**config.mk**
```make
export PLATFORM = sky130hd
export DESIGN_NAME = dsac_ctrl
export DESIGN_NICKNAME = d
export VERILOG_FILES = /design/src/rtl/dynamic_stall_aero_coefficients_macros.svh /design/src/rtl/dsac_pkg.sv /design/src/rtl/dsac_ctrl.sv
export SDC_FILE = /design/constraint.sdc
export NUM_CORES = 1
export LEC_CHECK = 0
export ABC_AREA = 1
export ABC_CLOCK_PERIOD_IN_PS = 2900
export BUFFER_PORTS_ARGS = -buffer_cell sky130_fd_sc_hd__buf_2
export CORE_AREA = 10 10 47 49
export DETAILED_ROUTE_END_ITERATION = 8
export DIE_AREA = 0 0 57 59
export SETUP_SLACK_MARGIN = 0.05
export SLEW_MARGIN = 0
export SYNTH_ARGS = -nofsm -noshare
export SYNTH_HDL_FRONTEND = slang
export SYNTH_SLANG_ARGS = --single-unit
export TNS_END_PERCENT = 1
```
**constraint.sdc**
```tcl
create_clock -name aclk -period 2.9 [get_ports aclk]
set_input_delay 0.435 -clock aclk [delete_from_list [all_inputs] [get_ports aclk]]
set_output_delay 0.435 -clock aclk [all_outputs]
set_load 0.02 [all_outputs]
```
**src/rtl/dynamic_stall_aero_coefficients_macros.svh**
```systemverilog
// Assertion macros for the dynamic stall coefficient block.
// Included by the top level only; depends on nothing else.
`ifndef DYNAMIC_STALL_AERO_COEFFICIENTS_MACROS_SVH
`define DYNAMIC_STALL_AERO_COEFFICIENTS_MACROS_SVH

// Condition in the same cycle.
`define DSAC_ASSERT_IMPLY(label, clk, rstn, cond, expr, msg) \
    label: assert property (@(posedge clk) disable iff (!rstn) (cond) |-> (expr)) \
        else $error(msg);

// Condition in the following cycle.
`define DSAC_ASSERT_NEXT(label, clk, rstn, cond, expr, msg) \
    label: assert property (@(posedge clk) disable iff (!rstn) (cond) |=> (expr)) \
        else $error(msg);

`endif

```
**src/rtl/dsac_pkg.sv**
```systemverilog
// Shared types, step codes, constants and table builders for the dynamic stall block.
// Used by the controller, the datapath, the divider and the top level.
package dsac_pkg;

    localparam int STEP_W = 5;
    localparam int PHASE_W = 24;
    localparam int DIV_W = 38;
    localparam int DIV_CNT_W = $clog2(DIV_W + 1);

    localparam logic [STEP_W-1:0] ST_IDLE   = 5'd0;
    localparam logic [STEP_W-1:0] ST_PHASE  = 5'd1;
    localparam logic [STEP_W-1:0] ST_SINTAB = 5'd2;
    localparam logic [STEP_W-1:0] ST_SININT = 5'd3;
    localparam logic [STEP_W-1:0] ST_CLSEP  = 5'd4;
    localparam logic [STEP_W-1:0] ST_TARG   = 5'd5;
    localparam logic [STEP_W-1:0] ST_TTAB   = 5'd6;
    localparam logic [STEP_W-1:0] ST_TINT   = 5'd7;
    localparam logic [STEP_W-1:0] ST_SEP1   = 5'd8;
    localparam logic [STEP_W-1:0] ST_SEP2   = 5'd9;
    localparam logic [STEP_W-1:0] ST_DLIFT  = 5'd10;
    localparam logic [STEP_W-1:0] ST_CL1    = 5'd11;
    localparam logic [STEP_W-1:0] ST_CL2    = 5'd12;
    localparam logic [STEP_W-1:0] ST_CD1    = 5'd13;
    localparam logic [STEP_W-1:0] ST_CD2    = 5'd14;
    localparam logic [STEP_W-1:0] ST_OMEGA  = 5'd15;
    localparam logic [STEP_W-1:0] ST_DIVGO  = 5'd16;
    localparam logic [STEP_W-1:0] ST_DIV    = 5'd17;
    localparam logic [STEP_W-1:0] ST_CM1    = 5'd18;
    localparam logic [STEP_W-1:0] ST_CM2    = 5'd19;
    localparam logic [STEP_W-1:0] ST_PUT    = 5'd20;

    localparam logic [2:0] REG_ZERO_LIFT  = 3'd0;
    localparam logic [2:0] REG_STALL_UP   = 3'd1;
    localparam logic [2:0] REG_STALL_DOWN = 3'd2;
    localparam logic [2:0] REG_INV_WIDTH  = 3'd3;
    localparam logic [2:0] REG_INV_TAU_S  = 3'd4;
    localparam logic [2:0] REG_INV_TAU_A  = 3'd5;
    localparam logic [2:0] REG_MAX_LIFT   = 3'd6;
    localparam logic [2:0] REG_CHORD      = 3'd7;

    localparam logic signed [47:0] OUT_MAX = 48'sd8388607;
    localparam logic signed [47:0] OUT_MIN = -48'sd8388608;

    localparam longint ONE_Q30 = 64'sd1073741824;
    localparam longint TWO_PI_Q30 = 64'sd6746518852;

    typedef struct packed {
        logic [STEP_W-1:0] step;
        logic              load;
        logic              div_start;
        logic              put;
    } cmd_t;

    typedef struct packed {
        logic div_done;
    } status_t;

    function automatic logic signed [23:0] sat24(input logic signed [47:0] v);
        if (v > OUT_MAX) return 24'sd8388607;
        if (v < OUT_MIN) return -24'sd8388608;
        return 24'(v);
    endfunction

    function automatic logic ovf24(input logic signed [47:0] v);
        return (v > OUT_MAX) || (v < OUT_MIN);
    endfunction

    function automatic longint sin_q30(input longint x);
        longint x2, term, sum;
        x2 = (x * x) / ONE_Q30;
        term = x;
        sum = x;
        term = (term * x2) / ONE_Q30; term = -term / 6;   sum += term;
        term = (term * x2) / ONE_Q30; term = -term / 20;  sum += term;
        term = (term * x2) / ONE_Q30; term = -term / 42;  sum += term;
        term = (term * x2) / ONE_Q30; term = -term / 72;  sum += term;
        term = (term * x2) / ONE_Q30; term = -term / 110; sum += term;
        term = (term * x2) / ONE_Q30; term = -term / 156; sum += term;
        return sum;
    endfunction

    function automatic longint expneg_q30(input longint z);
        longint term, sum;
        term = ONE_Q30;
        sum = ONE_Q30;
        term = (term * z) / ONE_Q30; term = -term / 1;  sum += term;
        term = (term * z) / ONE_Q30; term = -term / 2;  sum += term;
        term = (term * z) / ONE_Q30; term = -term / 3;  sum += term;
        term = (term * z) / ONE_Q30; term = -term / 4;  sum += term;
        term = (term * z) / ONE_Q30; term = -term / 5;  sum += term;
        term = (term * z) / ONE_Q30; term = -term / 6;  sum += term;
        term = (term * z) / ONE_Q30; term = -term / 7;  sum += term;
        term = (term * z) / ONE_Q30; term = -term / 8;  sum += term;
        term = (term * z) / ONE_Q30; term = -term / 9;  sum += term;
        term = (term * z) / ONE_Q30; term = -term / 10; sum += term;
        term = (term * z) / ONE_Q30; term = -term / 11; sum += term;
        term = (term * z) / ONE_Q30; term = -term / 12; sum += term;
        return sum;
    endfunction

    function automatic longint sin_tab_entry(input int k, input int bits);
        longint n, m, v;
        logic   neg;
        n = longint'(1) <<< bits;
        if (k <= (n >>> 2)) begin
            m = k;
            neg = 1'b0;
        end else if (k <= (n >>> 1)) begin
            m = (n >>> 1) - k;
            neg = 1'b0;
        end else if (k <= 3 * (n >>> 2)) begin
            m = k - (n >>> 1);
            neg = 1'b1;
        end else begin
            m = n - k;
            neg = 1'b1;
        end
        v = sin_q30((m * TWO_PI_Q30) >>> bits);
        if (v < 0) v = 0;
        v = (v + 8192) >>> 14;
        return neg ? -v : v;
    endfunction

    function automatic longint tanh_exp(input int k, input int bits);
        longint e;
        e = expneg_q30(longint'(k) <<< (30 - bits));
        e = (e * e) >>> 30;
        e = (e * e) >>> 30;
        e = (e * e) >>> 30;
        e = (e * e) >>> 30;
        return e;
    endfunction

    function automatic longint tanh_num(input int k, input int bits);
        longint e;
        e = tanh_exp(k, bits);
        return (ONE_Q30 - e) * 131072 + (ONE_Q30 + e);
    endfunction

    function automatic longint tanh_den(input int k, input int bits);
        longint e;
        e = tanh_exp(k, bits);
        return 2 * (ONE_Q30 + e);
    endfunction

endpackage

```
**src/rtl/dsac_ctrl.sv**
```systemverilog
// Sequencer for the dynamic stall block: steps the datapath and runs both handshakes.
// Depends on dsac_pkg for step codes and the command and status types.
module dsac_ctrl (
    input  logic              aclk,
    input  logic              aresetn,
    input  logic              s_valid,
    output logic              s_ready,
    output logic              m_valid,
    input  logic              m_ready,
    input  dsac_pkg::status_t status,
    output dsac_pkg::cmd_t    cmd
);

    logic [dsac_pkg::STEP_W-1:0] state_reg, state_next;
    logic                        m_valid_reg, m_valid_next;

    always_comb begin
        state_next = state_reg;
        cmd = '0;
        cmd.step = state_reg;
        unique case (state_reg)
            dsac_pkg::ST_IDLE: begin
                if (s_valid) begin
                    cmd.load = 1'b1;
                    state_next = dsac_pkg::ST_PHASE;
                end
            end
            dsac_pkg::ST_PHASE:  state_next = dsac_pkg::ST_SINTAB;
            dsac_pkg::ST_SINTAB: state_next = dsac_pkg::ST_SININT;
            dsac_pkg::ST_SININT: state_next = dsac_pkg::ST_CLSEP;
            dsac_pkg::ST_CLSEP:  state_next = dsac_pkg::ST_TARG;
            dsac_pkg::ST_TARG:   state_next = dsac_pkg::ST_TTAB;
            dsac_pkg::ST_TTAB:   state_next = dsac_pkg::ST_TINT;
            dsac_pkg::ST_TINT:   state_next = dsac_pkg::ST_SEP1;
            dsac_pkg::ST_SEP1:   state_next = dsac_pkg::ST_SEP2;
            dsac_pkg::ST_SEP2:   state_next = dsac_pkg::ST_DLIFT;
            dsac_pkg::ST_DLIFT:  state_next = dsac_pkg::ST_CL1;
            dsac_pkg::ST_CL1:    state_next = dsac_pkg::ST_CL2;
            dsac_pkg::ST_CL2:    state_next = dsac_pkg::ST_CD1;
            dsac_pkg::ST_CD1:    state_next = dsac_pkg::ST_CD2;
            dsac_pkg::ST_CD2:    state_next = dsac_pkg::ST_OMEGA;
            dsac_pkg::ST_OMEGA:  state_next = dsac_pkg::ST_DIVGO;
            dsac_pkg::ST_DIVGO: begin
                cmd.div_start = 1'b1;
                state_next = dsac_pkg::ST_DIV;
            end
            dsac_pkg::ST_DIV: begin
                if (status.div_done) state_next = dsac_pkg::ST_CM1;
            end
            dsac_pkg::ST_CM1:    state_next = dsac_pkg::ST_CM2;
            dsac_pkg::ST_CM2:    state_next = dsac_pkg::ST_PUT;
            dsac_pkg::ST_PUT: begin
                if (!m_valid_reg || m_ready) begin
                    cmd.put = 1'b1;
                    state_next = dsac_pkg::ST_IDLE;
                end
            end
            default: state_next = dsac_pkg::ST_IDLE;
        endcase
    end

    always_comb begin
        m_valid_next = m_valid_reg;
        if (cmd.put) m_valid_next = 1'b1;
        else if (m_ready) m_valid_next = 1'b0;
    end

    always_ff @(posedge aclk) begin
        if (!aresetn) begin
            state_reg <= dsac_pkg::ST_IDLE;
            m_valid_reg <= 1'b0;
        end else begin
            state_reg <= state_next;
            m_valid_reg <= m_valid_next;
        end
    end

    assign s_ready = state_reg == dsac_pkg::ST_IDLE;
    assign m_valid = m_valid_reg;

endmodule

```
==> key figures <==
Outcome
  – Outcome: complete, no violations

Worst setup path
  – R2R depth: 6
  – Worst reg2reg endpoint: state_reg[1]
  – RR Startpoint: state_reg[3]
  – CP max FO: 9
  – Worst Path Required: 2.47 ns
  – Critical path class: flip-flop to primary output
  – R2R Setup Slk: 1.70 ns
  – Crit path capture type: primary output
  – Crit path DAT: 1.30 ns
  – CP startpoint kind: flip-flop

Clock tree
  – Total CTS buffers: 3
  – # hold bufs at CTS: 0
  – Postcts setup bufs: 0
  – CTS tree: yes
  – Post-CTS Resized: 0
  – CTS H-tree depth: 1
  – CTS Sinks: 6
  – Worst skew pair latency: 0.24 ns
  – Reg clk slew, reported paths: 0.04 ns
  – Deepest clock path buffer count: 2
  – Root Driver: clkbuf_4

Synthesis
  – Most frequent cell after synthesis: nand2_1
  – Synthesized area: 459 um^2
  – Post-synthesis mux area share: 0%
  – Synth warnings: 0
  – EDFF count, synth: 0
  – Top cells by area, synth: dfxtp_1 26%, nand2_1 13%, nor2_1 11%, inv_1 5.7%, nand2_4 4.9%
  – Synth cell types: 21
  – FF+latch count, synth: 6
  – Asr flop ratio synth: 0%
  – Avg Cell Area, Syn: 6.38 um^2
  – Most used DFF post-synth: dfxtp_1
  – Most frequent cells after synthesis: 16 x nand2_1, 14 x nor2_1, 7 x inv_1
  – Compound-Gate Fraction of Synth Area: 7.90%
  – Post-synthesis sequential area ratio: 26.2%
  – Synth top area share: 26.2%
  – Combinational family with the most area after synthesis: simple AND/OR/NAND/NOR gates
  – Simple-Gate Fraction of Synth Area: 55.3%
  – Post-Synth XOR/XNOR Area: 0%
  – Post-Synth Adder-Cell Area: 0%
  – Syn Nets: 77
  – Post-synthesis instance total: 72
  – Area leader, netlist: dfxtp_1

Routing
  – Met3 WL: 89 um
  – Top routing layer in use: met4
  – Drt pass-1 iters: 4
  – DR vias/cell: 4.57
  – Post-DRT Antenna Nets: 0
  – WL met1: 469 um
  – DR WL/cell: 10.2 um
  – Initial drt markers: 2
  – Wire length on met2: 478 um
  – Total Wirelength: 1.06 mm
  – Vias: 475
  – DRC: 0

Global routing
  – First-pass GRT wire length: 1.80 mm
  – Largest net degree at the start of global routing: 10
  – Global Route Usage Sum: 6.65%
  – Vias in the first global route: 461
  – Gr ovfl total: 0
  – Initial antenna violation count: 0

Final layout
  – N_diodes: 0
  – Syn-to-layout area delta: 22.9%
  – Share of layout cells above drive strength 1: 35.2%
  – Max FFs per register: 5
  – Fin util: 40.3%
  – Final net count: 95

Place
  – Port bufs: 14
  – Worst slack at placement: 1.41 ns
  – Routability-driven placement congestion ratio: 0.789
  – HPWL Detailed: 888 um

Run
  – Max Cap Violations: 0

Timing
  – Final Slew Violations: 0
  – Setup TNS: 0 ns
  – Fin. Hold Viols: 0
  – Setup ws final: 1.17 ns
  – Worst Tran Pin Value: 0.296 ns
  – Peak Freq: 577 MHz
  – Slew headroom: 80.2%
  – Setup-violating endpoint count in the final report: 0
  – Final period util: 59.8%
  – RSZ-0062 raised after global routing: no
  – Clk_skew: 0.00639 ns
  – Min Tclk post-route: 1.73 ns

Pwr
  – Net switching power figure: 0.0000880 W
  – Logic pwr share: 31.6%
  – Net Sw Frac: 35.1%
  – Maximum vdd drop: 0.241 mV
  – Pleak: 0.317 nW
  – Internal: 0.000163 W
  – Clk pwr share: 29.6%
  – Flop pwr share: 38.7%
  – Power Dens Cells: 444 mW/mm^2

Worst hold path
  – Hold path start: aresetn
  – Hold Crit Class: primary input to flip-flop
  – Hold Path Sink: state_reg[0]
  – Hold depth: 3

Die
  – Io pins: 15
  – Initial Util: 32.8%
  – Std cell rows: 14
  – Die H: 59 um
  – Core area: 0.00140 mm^2
  – Die Area: 0.00336 mm^2
  – Die Wd: 57 um
metrics by stage:
| stage | cells | hold WS [ns] | area (um^2) | power (W) |
|---|---|---|---|---|
| after floorplan | 72 | 0.562 | 459 | 0.000155 |
| final | 104 | 0.436 | 564 | 0.000251 |
| after CTS | 104 | 0.428 | 564 | 0.000256 |
| after global routing | 104 | 0.443 | 564 | 0.000271 |
| after global placement | 101 | 0.594 | 542 | 0.000178 |
| after detailed placement | 101 | 0.594 | 542 | 0.000178 |
worst max-delay path, cell delays in order, from the launching register on:
cell	delay, ns
dfxtp_1	0.43
inv_2	0.13
nor2_2	0.15
nand2_1	0.06
nor2_1	0.11
buf_2	0.18
how the worst max path moves through the flow:
stage	startpoint	to	slack, ns	depth (start not counted)
final	state_reg[4]	cmd[0]	1.17	5
after global routing	state_reg[4]	cmd[0]	1.01	5
after CTS	state_reg[4]	cmd[0]	1.15	5
after detailed placement	state_reg[4]	cmd[0]	1.41	5
after global placement	state_reg[4]	cmd[0]	1.42	5
after floorplan	state_reg[4]	cmd[0]	1.33	5
cell type report:
class | instances | area, um^2
inverter | 11 | 41.3
tap | 16 | 20.0
clock buffer | 3 | 22.5
fill | 150 | 837
multi-input combinational | 54 | 290
sequential | 6 | 120
timing repair buffer | 14 | 70.1
power by group through the flow:
stage | clock (W) | combinational, W | sequential [W]
finish | 0.0000743 | 0.0000793 | 0.0000971
floorplan | 0 | 0.0000527 | 0.000103
global route | 0.0000831 | 0.0000905 | 0.0000974
detailed placement | 0 | 0.0000802 | 0.0000978
global placement | 0 | 0.0000795 | 0.0000983
CTS | 0.0000788 | 0.0000804 | 0.0000964
routing by layer:
layer,global-route usage [%],vias to the layer above
met1,6.52,200
met5,0,-
met2,10.5,11
li1,-,262
met3,3.43,2
met4,5.03,0
kinds of logic after synthesis:
group / Yosys count
flops: 6
simple gates: 48
buf+inv: 12
compound gates: 6
cell usage in the layout (no fill, tap or decap):
cell type / count
clkbuf_4: 3
inv_1: 7
o21ai_0: 1
o21a_1: 1
nand4_2: 1
nor2_4: 2
and2_1: 1
nand2_1: 16
nand3_1: 2
nand4_1: 3
nor2_1: 14
nand2_2: 1
buf_2: 14
a21oi_1: 2
nand2_4: 2
a31oi_1: 1
dfxtp_1: 6
nor2_2: 2
nand3_2: 2
o211ai_1: 1
nor3_1: 2
inv_2: 4
No activity file was read; power rests on OpenSTA's default activity.
